--- src/rtl/core/boxcar_moving_average_defines.svh ---
// ----------------------------------------------------------------------------
// Boxcar moving average: assertion macros
// Shared macros for the concurrent checks at the end of the top level.
// ----------------------------------------------------------------------------
`ifndef BOXCAR_MOVING_AVERAGE_DEFINES_SVH
`define BOXCAR_MOVING_AVERAGE_DEFINES_SVH

// Same-cycle implication, disabled during reset.
`define BMA_ASSERT_NOW(label, clk, rst, ante, cons) \
  label: assert property (@(posedge clk) disable iff (rst) (ante) |-> (cons)) \
    else $error("%m: same-cycle check failed");

// Next-cycle implication, disabled during reset.
`define BMA_ASSERT_NEXT(label, clk, rst, ante, cons) \
  label: assert property (@(posedge clk) disable iff (rst) (ante) |=> (cons)) \
    else $error("%m: next-cycle check failed");

`endif

--- src/rtl/core/bma_pkg.sv ---
// ----------------------------------------------------------------------------
// Boxcar moving average package
// Sizes, the controller command bundle and the datapath status bundle.
// ----------------------------------------------------------------------------
package bma_pkg;

  localparam int MAX_WINDOW  = 64;
  localparam int SAMPLE_BITS = 16;
  localparam int ADDR_W      = $clog2(MAX_WINDOW);
  localparam int LEN_W       = 7;
  // Wide enough to hold MAX_WINDOW itself.
  localparam int DIV_W       = ADDR_W + 1;
  localparam int SUM_W       = SAMPLE_BITS + ADDR_W + 1;
  localparam int CNT_W       = $clog2(SUM_W);

  localparam logic [LEN_W-1:0] LEN_RESET = LEN_W'(MAX_WINDOW);

  typedef struct packed {
    logic capture;
    logic rd_en;
    logic update;
    logic div_start;
    logic div_step;
    logic fill_write;
    logic out_load;
  } bma_cmd_t;

  typedef struct packed {
    logic fill_last;
    logic div_last;
  } bma_status_t;

endpackage

--- src/rtl/core/boxcar_moving_average.sv ---
// ----------------------------------------------------------------------------
// Boxcar moving average
// Mean of the last N signed samples held in a ring, N set by a register.
// ----------------------------------------------------------------------------
// Input stream: s_axis_tdata carries a 16-bit signed value, s_axis_tuser the
// opcode. Opcode 0 pushes the value as a sample and produces one result on
// the output stream: the window sum divided by the window length, truncated
// toward zero. Opcode 1 fills the whole window with the value, rewinds the
// write position and produces no result.
// The window length is written through cfg_wr_en/cfg_wr_data; the user must
// write it only while idle, as the block does not enforce this, and a clear
// request should follow a change of length. A sample request passes through
// a ring read, the running-sum update, the divider load and 23 steps of the
// bit-serial divider before its result is valid. A clear request writes one
// window entry per cycle. One request is in work at a time; the block takes
// the next request while a result still waits in the output register, and a
// finished result waits there for as long as the receiver stalls.
// Reset clears the ring, the position and the sum, and sets the length to 64.
// ----------------------------------------------------------------------------
`include "boxcar_moving_average_defines.svh"

module boxcar_moving_average (
  input  logic        clk,
  input  logic        rst,
  input  logic        cfg_wr_en,
  input  logic [6:0]  cfg_wr_data,
  input  logic        s_axis_tvalid,
  output logic        s_axis_tready,
  input  logic [15:0] s_axis_tdata,   // [15:0] value
  input  logic        s_axis_tuser,   // [0] opcode
  output logic        m_axis_tvalid,
  input  logic        m_axis_tready,
  output logic [15:0] m_axis_tdata    // [15:0] mean
);
  import bma_pkg::*;

  bma_cmd_t    cmd;
  bma_status_t status;

  bma_ctrl u_ctrl (
    .clk       (clk),
    .rst       (rst),
    .in_valid  (s_axis_tvalid),
    .in_clear  (s_axis_tuser),
    .in_ready  (s_axis_tready),
    .out_valid (m_axis_tvalid),
    .out_ready (m_axis_tready),
    .status    (status),
    .cmd       (cmd)
  );

  bma_datapath u_datapath (
    .clk         (clk),
    .rst         (rst),
    .cfg_wr_en   (cfg_wr_en),
    .cfg_wr_data (cfg_wr_data),
    .in_value    (s_axis_tdata),
    .cmd         (cmd),
    .status      (status),
    .mean        (m_axis_tdata)
  );

  // The controller never issues two datapath commands at once.
  `BMA_ASSERT_NOW(a_cmd_exclusive, clk, rst, 1'b1, $onehot0(cmd))
  // A ring read is always followed by the sum update that consumes it.
  `BMA_ASSERT_NEXT(a_read_then_update, clk, rst, cmd.rd_en, cmd.update)
  // The divider always steps in the cycle after it is loaded.
  `BMA_ASSERT_NEXT(a_start_then_step, clk, rst, cmd.div_start, cmd.div_step)
  // A result is never loaded over one the receiver has not taken.
  `BMA_ASSERT_NOW(a_no_overwrite, clk, rst, cmd.out_load, !m_axis_tvalid || m_axis_tready)

endmodule

--- src/rtl/core/bma_ram.sv ---
// ----------------------------------------------------------------------------
// Generic RAM
// One write port and one read port with a registered read.
// ----------------------------------------------------------------------------
module bma_ram #(
  parameter int WIDTH = 16,
  parameter int DEPTH = 64
) (
  input  logic                     clk,
  input  logic                     we,
  input  logic [$clog2(DEPTH)-1:0] waddr,
  input  logic [WIDTH-1:0]         wdata,
  input  logic                     re,
  input  logic [$clog2(DEPTH)-1:0] raddr,
  output logic [WIDTH-1:0]         rdata
);

  logic [WIDTH-1:0] mem [DEPTH];

  always_ff @(posedge clk) begin
    if (we) begin
      mem[waddr] <= wdata;
    end
    if (re) begin
      rdata <= mem[raddr];
    end
  end

endmodule

--- src/rtl/core/bma_ctrl.sv ---
// ----------------------------------------------------------------------------
// Boxcar moving average controller
// Sequences one request at a time and owns the stream handshakes.
// ----------------------------------------------------------------------------
module bma_ctrl (
  input  logic                 clk,
  input  logic                 rst,
  input  logic                 in_valid,
  input  logic                 in_clear,
  output logic                 in_ready,
  output logic                 out_valid,
  input  logic                 out_ready,
  input  bma_pkg::bma_status_t status,
  output bma_pkg::bma_cmd_t    cmd
);
  import bma_pkg::*;

  localparam logic [2:0] S_IDLE   = 3'd0;
  localparam logic [2:0] S_READ   = 3'd1;
  localparam logic [2:0] S_UPDATE = 3'd2;
  localparam logic [2:0] S_DSTART = 3'd3;
  localparam logic [2:0] S_DIV    = 3'd4;
  localparam logic [2:0] S_EMIT   = 3'd5;
  localparam logic [2:0] S_FILL   = 3'd6;

  logic [2:0] state;
  logic [2:0] state_next;
  logic       out_free;

  assign in_ready = (state == S_IDLE);
  // The result register may be refilled in the cycle its current result is taken.
  assign out_free = !out_valid || out_ready;

  always_comb begin
    state_next = state;
    cmd        = '0;
    case (state)
      S_IDLE: begin
        if (in_valid) begin
          cmd.capture = 1'b1;
          state_next  = in_clear ? S_FILL : S_READ;
        end
      end
      S_READ: begin
        cmd.rd_en  = 1'b1;
        state_next = S_UPDATE;
      end
      S_UPDATE: begin
        cmd.update = 1'b1;
        state_next = S_DSTART;
      end
      S_DSTART: begin
        cmd.div_start = 1'b1;
        state_next    = S_DIV;
      end
      S_DIV: begin
        cmd.div_step = 1'b1;
        if (status.div_last) begin
          state_next = S_EMIT;
        end
      end
      S_EMIT: begin
        if (out_free) begin
          cmd.out_load = 1'b1;
          state_next   = S_IDLE;
        end
      end
      S_FILL: begin
        cmd.fill_write = 1'b1;
        if (status.fill_last) begin
          state_next = S_IDLE;
        end
      end
      default: begin
        state_next = S_IDLE;
      end
    endcase
  end

  always_ff @(posedge clk) begin
    if (rst) begin
      state     <= S_IDLE;
      out_valid <= 1'b0;
    end else begin
      state <= state_next;
      if (cmd.out_load) begin
        out_valid <= 1'b1;
      end else if (out_ready) begin
        out_valid <= 1'b0;
      end
    end
  end

endmodule

--- src/rtl/core/bma_datapath.sv ---
// ----------------------------------------------------------------------------
// Boxcar moving average datapath
// Sample ring, running sum, serial divider and result register.
// ----------------------------------------------------------------------------
module bma_datapath (
  input  logic                            clk,
  input  logic                            rst,
  input  logic                            cfg_wr_en,
  input  logic [bma_pkg::LEN_W-1:0]       cfg_wr_data,
  input  logic [bma_pkg::SAMPLE_BITS-1:0] in_value,
  input  bma_pkg::bma_cmd_t               cmd,
  output bma_pkg::bma_status_t            status,
  output logic [bma_pkg::SAMPLE_BITS-1:0] mean
);
  import bma_pkg::*;

  localparam logic [SUM_W-1:0] POS_LIMIT = SUM_W'((1 << (SAMPLE_BITS - 1)) - 1);
  localparam logic [SUM_W-1:0] NEG_LIMIT = SUM_W'(1 << (SAMPLE_BITS - 1));
  localparam logic [SAMPLE_BITS-1:0] SAMPLE_MAX = {1'b0, {(SAMPLE_BITS-1){1'b1}}};
  localparam logic [SAMPLE_BITS-1:0] SAMPLE_MIN = {1'b1, {(SAMPLE_BITS-1){1'b0}}};

  logic [LEN_W-1:0]         win_len;
  logic [DIV_W-1:0]         eff_len;
  logic [SAMPLE_BITS-1:0]   value_r;
  logic [ADDR_W-1:0]        wpos;
  logic [ADDR_W-1:0]        pos_eff;
  logic [DIV_W-1:0]         pos_inc;
  logic [ADDR_W-1:0]        fill_idx;
  logic [MAX_WINDOW-1:0]    valid;
  logic signed [SUM_W-1:0]  sum;
  logic signed [SUM_W-1:0]  sum_next;
  logic [SAMPLE_BITS-1:0]   ram_rdata;
  logic [SAMPLE_BITS-1:0]   old_val;
  logic                     ram_we;
  logic [ADDR_W-1:0]        ram_waddr;
  logic signed [SAMPLE_BITS+LEN_W:0] fill_prod;
  logic [SUM_W-1:0]         quo;
  logic [DIV_W-1:0]         rem;
  logic                     neg;
  logic [CNT_W-1:0]         cnt;
  logic [DIV_W:0]           trial;
  logic                     trial_ge;
  logic [SAMPLE_BITS-1:0]   mean_next;

  // A length of zero acts as one, anything above the ring size as the ring size.
  always_comb begin
    if (win_len == '0) begin
      eff_len = DIV_W'(1);
    end else if (win_len > LEN_W'(MAX_WINDOW)) begin
      eff_len = DIV_W'(MAX_WINDOW);
    end else begin
      eff_len = DIV_W'(win_len);
    end
  end

  // After the length shrinks without a clear, writing restarts at entry zero.
  assign pos_eff = (DIV_W'(wpos) >= eff_len) ? '0 : wpos;
  assign pos_inc = DIV_W'(pos_eff) + DIV_W'(1);

  assign ram_we    = cmd.update | cmd.fill_write;
  assign ram_waddr = cmd.update ? pos_eff : fill_idx;

  bma_ram #(
    .WIDTH (SAMPLE_BITS),
    .DEPTH (MAX_WINDOW)
  ) u_ram (
    .clk   (clk),
    .we    (ram_we),
    .waddr (ram_waddr),
    .wdata (value_r),
    .re    (cmd.rd_en),
    .raddr (pos_eff),
    .rdata (ram_rdata)
  );

  // Entries never written since reset read as zero.
  assign old_val  = valid[pos_eff] ? ram_rdata : '0;
  assign sum_next = sum
                  - {{(SUM_W-SAMPLE_BITS){old_val[SAMPLE_BITS-1]}}, old_val}
                  + {{(SUM_W-SAMPLE_BITS){value_r[SAMPLE_BITS-1]}}, value_r};

  assign fill_prod = $signed({{(LEN_W+1){value_r[SAMPLE_BITS-1]}}, value_r})
                   * $signed({{(SAMPLE_BITS+LEN_W+1-DIV_W){1'b0}}, eff_len});

  assign status.fill_last = (DIV_W'(fill_idx) == eff_len - DIV_W'(1));
  assign status.div_last  = (cnt == CNT_W'(SUM_W - 1));

  // Restoring division of the magnitude, one quotient bit per cycle.
  assign trial    = {rem, quo[SUM_W-1]};
  assign trial_ge = (trial >= {1'b0, eff_len});

  always_comb begin
    if (!neg) begin
      mean_next = (quo > POS_LIMIT) ? SAMPLE_MAX : quo[SAMPLE_BITS-1:0];
    end else begin
      mean_next = (quo > NEG_LIMIT) ? SAMPLE_MIN
                                    : (~quo[SAMPLE_BITS-1:0] + SAMPLE_BITS'(1));
    end
  end

  always_ff @(posedge clk) begin
    if (rst) begin
      win_len <= LEN_RESET;
      wpos    <= '0;
      sum     <= '0;
      valid   <= '0;
    end else begin
      if (cfg_wr_en) begin
        win_len <= cfg_wr_data;
      end
      if (cmd.update) begin
        sum          <= sum_next;
        valid[pos_eff] <= 1'b1;
        wpos         <= (pos_inc >= eff_len) ? '0 : pos_inc[ADDR_W-1:0];
      end
      if (cmd.fill_write) begin
        valid[fill_idx] <= 1'b1;
        if (status.fill_last) begin
          sum  <= fill_prod[SUM_W-1:0];
          wpos <= '0;
        end
      end
    end
  end

  always_ff @(posedge clk) begin
    if (cmd.capture) begin
      value_r  <= in_value;
      fill_idx <= '0;
    end else if (cmd.fill_write) begin
      fill_idx <= fill_idx + ADDR_W'(1);
    end
    if (cmd.div_start) begin
      neg <= sum[SUM_W-1];
      quo <= sum[SUM_W-1] ? SUM_W'(-sum) : SUM_W'(sum);
      rem <= '0;
      cnt <= '0;
    end else if (cmd.div_step) begin
      rem <= trial_ge ? DIV_W'(trial - {1'b0, eff_len}) : trial[DIV_W-1:0];
      quo <= {quo[SUM_W-2:0], trial_ge};
      cnt <= cnt + CNT_W'(1);
    end
    if (cmd.out_load) begin
      mean <= mean_next;
    end
  end

endmodule
--- config.mk ---
export PLATFORM = sky130hd
export DESIGN_NAME = boxcar_moving_average
export DESIGN_NICKNAME = d
export VERILOG_FILES = /design/src/rtl/core/bma_pkg.sv /design/src/rtl/core/boxcar_moving_average.sv /design/src/rtl/core/bma_ram.sv /design/src/rtl/core/bma_ctrl.sv /design/src/rtl/core/bma_datapath.sv
export VERILOG_INCLUDE_DIRS = /design/src /design/src/rtl/core
export SDC_FILE = /design/constraint.sdc
export NUM_CORES = 2
export LEC_CHECK = 0
export BUFFER_PORTS_ARGS = -buffer_cell sky130_fd_sc_hd__buf_2
export CAP_MARGIN = 20
export CORE_MARGIN = 5
export CORE_UTILIZATION = 25
export CTS_CLUSTER_DIAMETER = 150
export CTS_CLUSTER_SIZE = 24
export DETAILED_ROUTE_END_ITERATION = 10
export GPL_TIMING_DRIVEN = 0
export PLACE_DENSITY_LB_ADDON = 0.12
export SLEW_MARGIN = 10
export SYNTH_ARGS = -nofsm -noshare
export SYNTH_HDL_FRONTEND = slang
export SYNTH_HIERARCHICAL = 1
export SYNTH_SLANG_ARGS = --single-unit
--- constraint.sdc ---
create_clock -name clk -period 7.85 [get_ports clk]
set_clock_uncertainty 0.2 [all_clocks]
set_input_delay 1.1775 -clock clk [delete_from_list [all_inputs] [get_ports clk]]
set_output_delay 1.1775 -clock clk [all_outputs]
set_load 0.01 [all_outputs]
# --- Word level (Yosys, flattened, before mapping) ---
# Memories as Yosys holds them, arrays and structs flattened. A register that Yosys moved wholly into a read port is not among the register bits.
# Cells that the tools add are included.
word_totals:
  ff_bits: 178
  latch_bits: 0
  ramBits: 1024
  rom_bits: 0
  word_cells: 106
  n_memories: 1
memory_table:
  columns: ["memory", "depth", "width", "rd", "rd_clocked_by_memory_dff", "wr", "line_no", "text"]
  rows:
  - ["u_datapath.u_ram.mem", 64, 16, 1, 1, 1, "bma_ram.sv:18", "logic [WIDTH-1:0] mem [DEPTH];"]
op_classes:
  add_sub_neg: 9
  multipliers: 1
  n_div: 0
  order_cmp: 10
  eq_ne: 12
  shift: 0
  mux: 47
  n_bitwise: 4
  n_reduce_logical: 9
op_table:
  columns: ["cell", "count"]
  rows:
  - ["2-to-1 mux 64 bit", 3]
  - ["2-to-1 mux 23 bit", 6]
  - ["bitwise OR 64 bit", 2]
  - ["2-to-1 mux 16 bit", 4]
  - ["2-to-1 mux 6 bit", 6]
  - ["adder 23 bit", 1]
  - ["greater-than comparator 23 x 15 -> 1 bit, second input constant", 1]
  - ["greater-than comparator 23 x 16 -> 1 bit, second input constant", 1]
  - ["multiplier 16 x 8 -> 23 bit", 1]
  - ["negation 23 bit", 1]
  - ["subtractor 23 bit", 1]
  - ["2-to-1 mux 7 bit", 3]
  - ["case mux 3 bit (7 select lines)", 1]
  - ["adder 16 x 1 -> 16 bit, second input constant", 1]
  - ["2-to-1 mux 1 bit", 16]
  - ["NOT 16 bit", 1]
  - ["2-to-1 mux 3 bit", 5]
  - ["< comparator 6 x 7 -> 1 bit, second input constant", 2]
  - ["demux 1 bit (select 6 bit)", 2]
  - ["greater-or-equal comparator 6 x 1 -> 1 bit, second input constant", 2]
  - ["equality test 3 bit, second input constant", 3]
  - ["greater-or-equal comparator 8 x 7 -> 1 bit", 1]
  - ["adder 6 x 1 -> 7 bit, second input constant", 1]
  - ["equality test 6 x 7 -> 1 bit", 1]
  - ["21 further kinds", 26]

# --- Depth between registers and ports, before layout ---
depth:
  word_depth: 14
  ltp_mapped: 28

# --- By module ---
# Netlist, hierarchy kept.
modules_own_cells:
  columns: ["module", "instances", "cells_each", "area_per_inst_um2", "seq_area_each_um2"]
  rows:
  - ["bma_ram", 1, 1829, 40202.3, 31230.0]
  - ["bma_datapath", 1, 1735, 15093.2, 4043.9]
  - ["bma_ctrl", 1, 37, 290.3, 80.1]

# --- Worst setup path before layout ---
# OpenSTA, ideal clock, no wires.
synth_timing:
  path_type: "flip-flop to flip-flop"
  startpoint: "register u_datapath.win_len[2]"
  endpoint: "register u_datapath.sum[22]"
  setup_time_ns: 0.075
  t_arrival_ns: 6.199
  required_time_ns: 7.575
  slack_ns: 1.376
  stages_incl_launch_ff: 25
  n_path_buf: 2
  synth_period_minus_slack_ns: 6.474
  cell_sequence: "dfxtp_1 -> buf_6 -> or4_4 -> o21bai_1 -> and2_1 -> clkbuf_1 -> ha_1 -> nand2b_1 -> a21o_1 -> a21oi_2 -> o21ai_2 -> nor4b_2 -> o311a_1 -> a211oi_1 -> and4_1 -> fa_1 -> fa_1 -> nand2b_1 -> a21oi_1 -> o211ai_1 -> a211oi_1 -> o21ai_0 -> a21o_1 -> a311o_1 -> o22ai_1"
synth_between:
  elab_chain_cells: 13
  elab_cells_between_ends: 17
synth_lines:
  columns: ["element", "line_no", "text"]
  rows:
  - ["start, declared", "bma_datapath.sv:22", "logic [LEN_W-1:0] win_len;"]
  - ["start signal, assigned", "bma_datapath.sv:109", "win_len <= cfg_wr_data;"]
  - ["greater-than comparator 7 bit", "bma_datapath.sv:49", "end else if (win_len > LEN_W'(MAX_WINDOW)) begin"]
  - ["2-to-1 mux 7 bit", "bma_datapath.sv:49", null]
  - ["2-to-1 mux 7 bit *", "bma_datapath.sv:47", "if (win_len == '0) begin"]
  - ["greater-or-equal comparator 6 x 7 -> 1 bit", "bma_datapath.sv:57", "assign pos_eff = (DIV_W'(wpos) >= eff_len) ? '0 : wpos;"]
  - ["2-to-1 mux 6 bit", "bma_datapath.sv:57", null]
  - ["binary-select mux 1 bit (select 6 bit)", "bma_datapath.sv:77", "assign old_val = valid[pos_eff] ? ram_rdata : '0;"]
  - ["2-to-1 mux 1 bit (not written as such)", "bma_datapath.sv:77", null]
  - ["2-to-1 mux 16 bit", "bma_datapath.sv:77", null]
  - ["subtractor 23 bit", "bma_datapath.sv:79", "- {{(SUM_W-SAMPLE_BITS){old_val[SAMPLE_BITS-1]}}, old_val}"]
  - ["adder 23 bit", "bma_datapath.sv:80", "+ {{(SUM_W-SAMPLE_BITS){value_r[SAMPLE_BITS-1]}}, value_r};"]
  - ["2-to-1 mux 23 bit", "bma_datapath.sv:111", "if (cmd.update) begin"]
  - ["2-to-1 mux 23 bit", "bma_datapath.sv:118", "if (status.fill_last) begin"]
  - ["2-to-1 mux 23 bit *", "bma_datapath.sv:116", "if (cmd.fill_write) begin"]
  - ["end signal, assigned", "bma_datapath.sv:112", "sum <= sum_next;"]
  - ["end signal, assigned", "bma_datapath.sv:119", "sum <= fill_prod[SUM_W-1:0];"]
  - ["end, declared", "bma_datapath.sv:30", "logic signed [SUM_W-1:0] sum;"]
# Mark *: on every way between the ends. The rest lies on a longest branch, timed or not. The select of a mux whose other input is x is not followed.
# A chain may end at the register's enable or synchronous reset.

# --- Worst setup path after layout ---
layout_timing:
  startpoint: "register u_datapath.win_len[2]"
  endpoint: "register u_datapath.u_ram.rdata[4], read port of u_datapath.u_ram.mem, data pin"
layout_between:
  elab_chain_cells: 5
  elab_cells_between_ends: 6
layout_lines:
  columns: ["element", "line_no", "text"]
  rows:
  - ["greater-than comparator 7 bit", "bma_datapath.sv:49", null]
  - ["2-to-1 mux 7 bit", "bma_datapath.sv:49", null]
  - ["2-to-1 mux 7 bit *", "bma_datapath.sv:47", null]
  - ["greater-or-equal comparator 6 x 7 -> 1 bit *", "bma_datapath.sv:57", null]
  - ["2-to-1 mux 6 bit *", "bma_datapath.sv:57", null]
  - ["net u_datapath.pos_eff[2]", "bma_datapath.sv:26", "logic [ADDR_W-1:0] pos_eff;"]
  - ["end, declared", "bma_ram.sv:15", "output logic [WIDTH-1:0] rdata"]
# The timed path passes the listed nets; every way through them passes the cells marked *.

==> out/metrics.cfg <==
[worst_setup_path]
critical_path_required_ns = 8.09
crit_type = reg2reg
path_max_fanout = 12
crit_start = u_datapath/win_len[2]
cp-end-kind = register
critPathLaunchType = register
path_cells = buf_6 > or4_4 > o21bai_1 > and2_2 > clkbuf_8 > ha_1 > nand2b_1 > a21o_1 > a21oi_2 > o21a_1 > buf_2 > and2_0 > buf_2 > buf_2 > buf_2 > buf_2 > mux2i_1 > nand3_1 > a31oi_1 > a311oi_1
cp_common_cell = buf_2
critPathSlowestCell = mux2i_1
r2r_slack_ns = 0.35
r2r-end = u_datapath/u_ram/rdata[4]
path_delay_family = buffers and inverters
crit_arrival_ns = 7.75
crit_cells = 20
r2r_cells = 20
critPathMaxStageDelay_ns = 0.62
path_buf_inv = 7
endpoint = u_datapath/u_ram/rdata[4]
timing.rr.start = u_datapath/win_len[2]

[power]
p_leak_nw = 20.5
vdd_drop_max_mv = 0.187
power_mw = 14.3
p_int_mw = 10.0
power_switching_mw = 4.35
pwr-share-comb_pct = 22.9
switching_share_pct = 30.3
power_frac_clock_pct = 25.0
power_density_mw_per_mm2 = 225
power_frac_seq_pct = 52.1

[logic_synthesis]
netlist_area_sq_mm = 0.0556
syn_avg_cell_area_sq_um = 15.4
yosysWarnings = 6
ys.flop_type = edfxtp_1
async_flop_share_pct = 0
ys_ff_latch = 1218
synth-seq-area-share_pct = 63.6
synth_cell_types = 93
synth_fp_nets = 3835
synth_edf_count = 1096
syn_inst = 3601

[clocking]
postCtsHoldBufs = 0
cts-root-buf = clkbuf_16
cts_buffers = 58
insertion_delay_ns = 0.77
clockBufferDepth = 3
htreeDepth = 2
cts.clk_slew.worst_paths_ns = 0.11
cts.sinks = 1218
cts_tree = done

[finish]
layout_commonest_cell = edfxtp_1
area_delta_synth_final_pct = 14.8
instances_no_fill = 6840
layout_common_cells = 1,096 x edfxtp_1, 260 x nor2_1, 229 x inv_1
drive_gt1_share_pct = 19.2
nets = 4076

[drt]
finalWirelength_um = 189000
routed_via_density = 4.70
drtAntennaViolNets = 0
num_vias = 32100
drtIter0Drc = 2613
drt_first_pass_iters = 5
wl_per_cell_um = 27.6
drc = 0

[floorplan]
dieHeight_um = 482
die_w_um = 482
start_util_pct = 25.1
core-area_sq_mm = 0.222
rows = 173
boundaryPins = 47
die_area_sq_mm = 0.232

[timing]
finalSetupViolCount = 0
grt_setup_unrepaired = false
period_minus_slack_ns = 7.50
maxSlewViolCount = 0
timing.final.crit_share_pct = 95.6
hold_viol_final = 0
tns_ns = 0
worst_slew_pin_slew_ns = 1.18
slew_headroom_pct = 21.2
setup_slack_ns = 0.345
fin_hold_ws_ns = 0.287
fmax_ghz = 0.133

[global_route]
grt_usage_pct = 16.0
grt_pass1_vias = 32800
grt_start_max_net_pins = 26
gr-total-overflow = 0
grt_pass1_wl_um = 264000
antenna_found_initial = 10

[placed_design]
gp_congestion = 0.834
dp_cells = 6753
place_ws_ns = -1.67
io_buffers = 45
dpl.hpwl_um = 141000

[job]
maxCapViolCount = 0

[min_path]
min_from = u_datapath/valid[20]
hold_class = reg2reg

[run_status]
status = finished, final reports clean

metrics by stage:
step / utilization (%) / area [sq um]
after global routing: 28.8 / 63800
after floorplan: - / 55600
after detailed placement: 28.0 / 62000
after CTS: 28.8 / 63800
final: 28.8 / 63800
after global placement: 26.9 / 59500
state kept, by name, indices dropped and copies added, names as in the netlist:
signal / count
u_datapath/u_ram/rdata: 16
u_datapath/mean: 16
u_datapath/valid: 64
u_datapath/wpos: 6
u_ctrl/out_valid: 1
u_datapath/win_len: 7
u_datapath/u_ram/mem: 1024
u_datapath/cnt: 5
u_ctrl/state: 3
u_datapath/neg: 1
u_datapath/quo: 23
u_datapath/fill_idx: 6
u_datapath/sum: 23
u_datapath/rem: 7
u_datapath/value_r: 16
how the worst min path moves through the flow:
stage,cells after the start,slack [ns],end
3_5_place_dp,2,0.26,u_datapath/valid[20]
5_1_grt,2,0.31,u_datapath/valid[37]
2_1_floorplan,2,0.24,u_datapath/valid[1]
6_report,2,0.29,u_datapath/valid[20]
4_1_cts,2,0.29,u_datapath/valid[20]
3_3_place_gp,2,0.25,u_datapath/valid[30]
logic make-up after synthesis:
logic type | share of synthesized area [%]
flops | 63.6
simple gates | 7.05
compound gates | 6.36
buf+inv | 3.55
mux | 12.3
fa+ha+maj | 6.06
xor+xnor | 1.12
synth_stat cells, types with 20 or more instances:
master	instances	area [sq um]
inv_1	229	860
nand4_1	35	219
nand3_1	38	190
nor2b_1	51	319
and4_1	21	184
mux2i_1	114	1140
nor3_1	33	165
a221oi_1	75	657
mux2_2	45	507
nand2_1	183	687
ha_1	98	1230
a21oi_1	105	526
buf_2	47	235
nor2_1	324	1220
o21ai_0	50	250
dfxtp_1	122	2440
mux4_2	225	5070
xor2_1	20	175
xnor2_1	51	447
clkbuf_1	76	285
a211oi_1	30	225
edfxtp_1	1096	32900
buf_6	23	259
fa_1	107	2140
a22oi_1	42	315
a21o_1	31	233
nand2b_1	23	144
power groups by stage:
stage	clock network, mW	logic (mW)	registers [mW]
after floorplan	0	2.00	7.65
after global placement	0	2.88	7.91
after detailed placement	0	3.29	7.63
after CTS	3.76	3.33	7.48
after global routing	3.98	3.62	7.50
final	3.58	3.28	7.48
area by class of cell:
type | instances | area [sq um]
Antenna cell | 2 | 5.00
Buffer | 180 | 1110
Clock buffer | 72 | 1500
Clock inverter | 9 | 151
Fill cell | 22300 | 158000
Inverter | 231 | 867
Multi-Input combinational cell | 1970 | 18600
Sequential cell | 1218 | 35400
Tap cell | 2975 | 3720
Timing Repair Buffer | 183 | 2530
worst register-to-register path, stage by stage, from the launching register on:
cell and delay, ns:
dfxtp_1 0.32, buf_6 0.13, or4_4 0.54, o21bai_1 0.19, and2_2 0.30, clkbuf_8 0.27, ha_1 0.25, nand2b_1 0.14
a21o_1 0.18, a21oi_2 0.21, o21a_1 0.35, buf_2 0.32, and2_0 0.40, buf_2 0.39, buf_2 0.43, buf_2 0.50
buf_2 0.50, mux2i_1 0.64, nand3_1 0.22, a31oi_1 0.52, a311oi_1 0.25
timing repair:
item                       in CTS  in global routing
pin swaps                       3                  1
buffers inserted                5                  1
setup endpoints to repair     445                  9
resized for setup              16                  2
routing by layer:
metal / global-route usage [%] / vias to the layer above / routed length (um) / part of all wire [%]
li1: - / 14200 / - / -
met1: 22.0 / 17100 / 85600 / 45
met2: 27.4 / 618 / 92700 / 49
met3: 1.77 / 152 / 6270 / 3.3
met4: 3.35 / 0 / 4220 / 2.2
met5: 0 / - / 0 / 0
No activity file was read; power rests on OpenSTA's default activity.
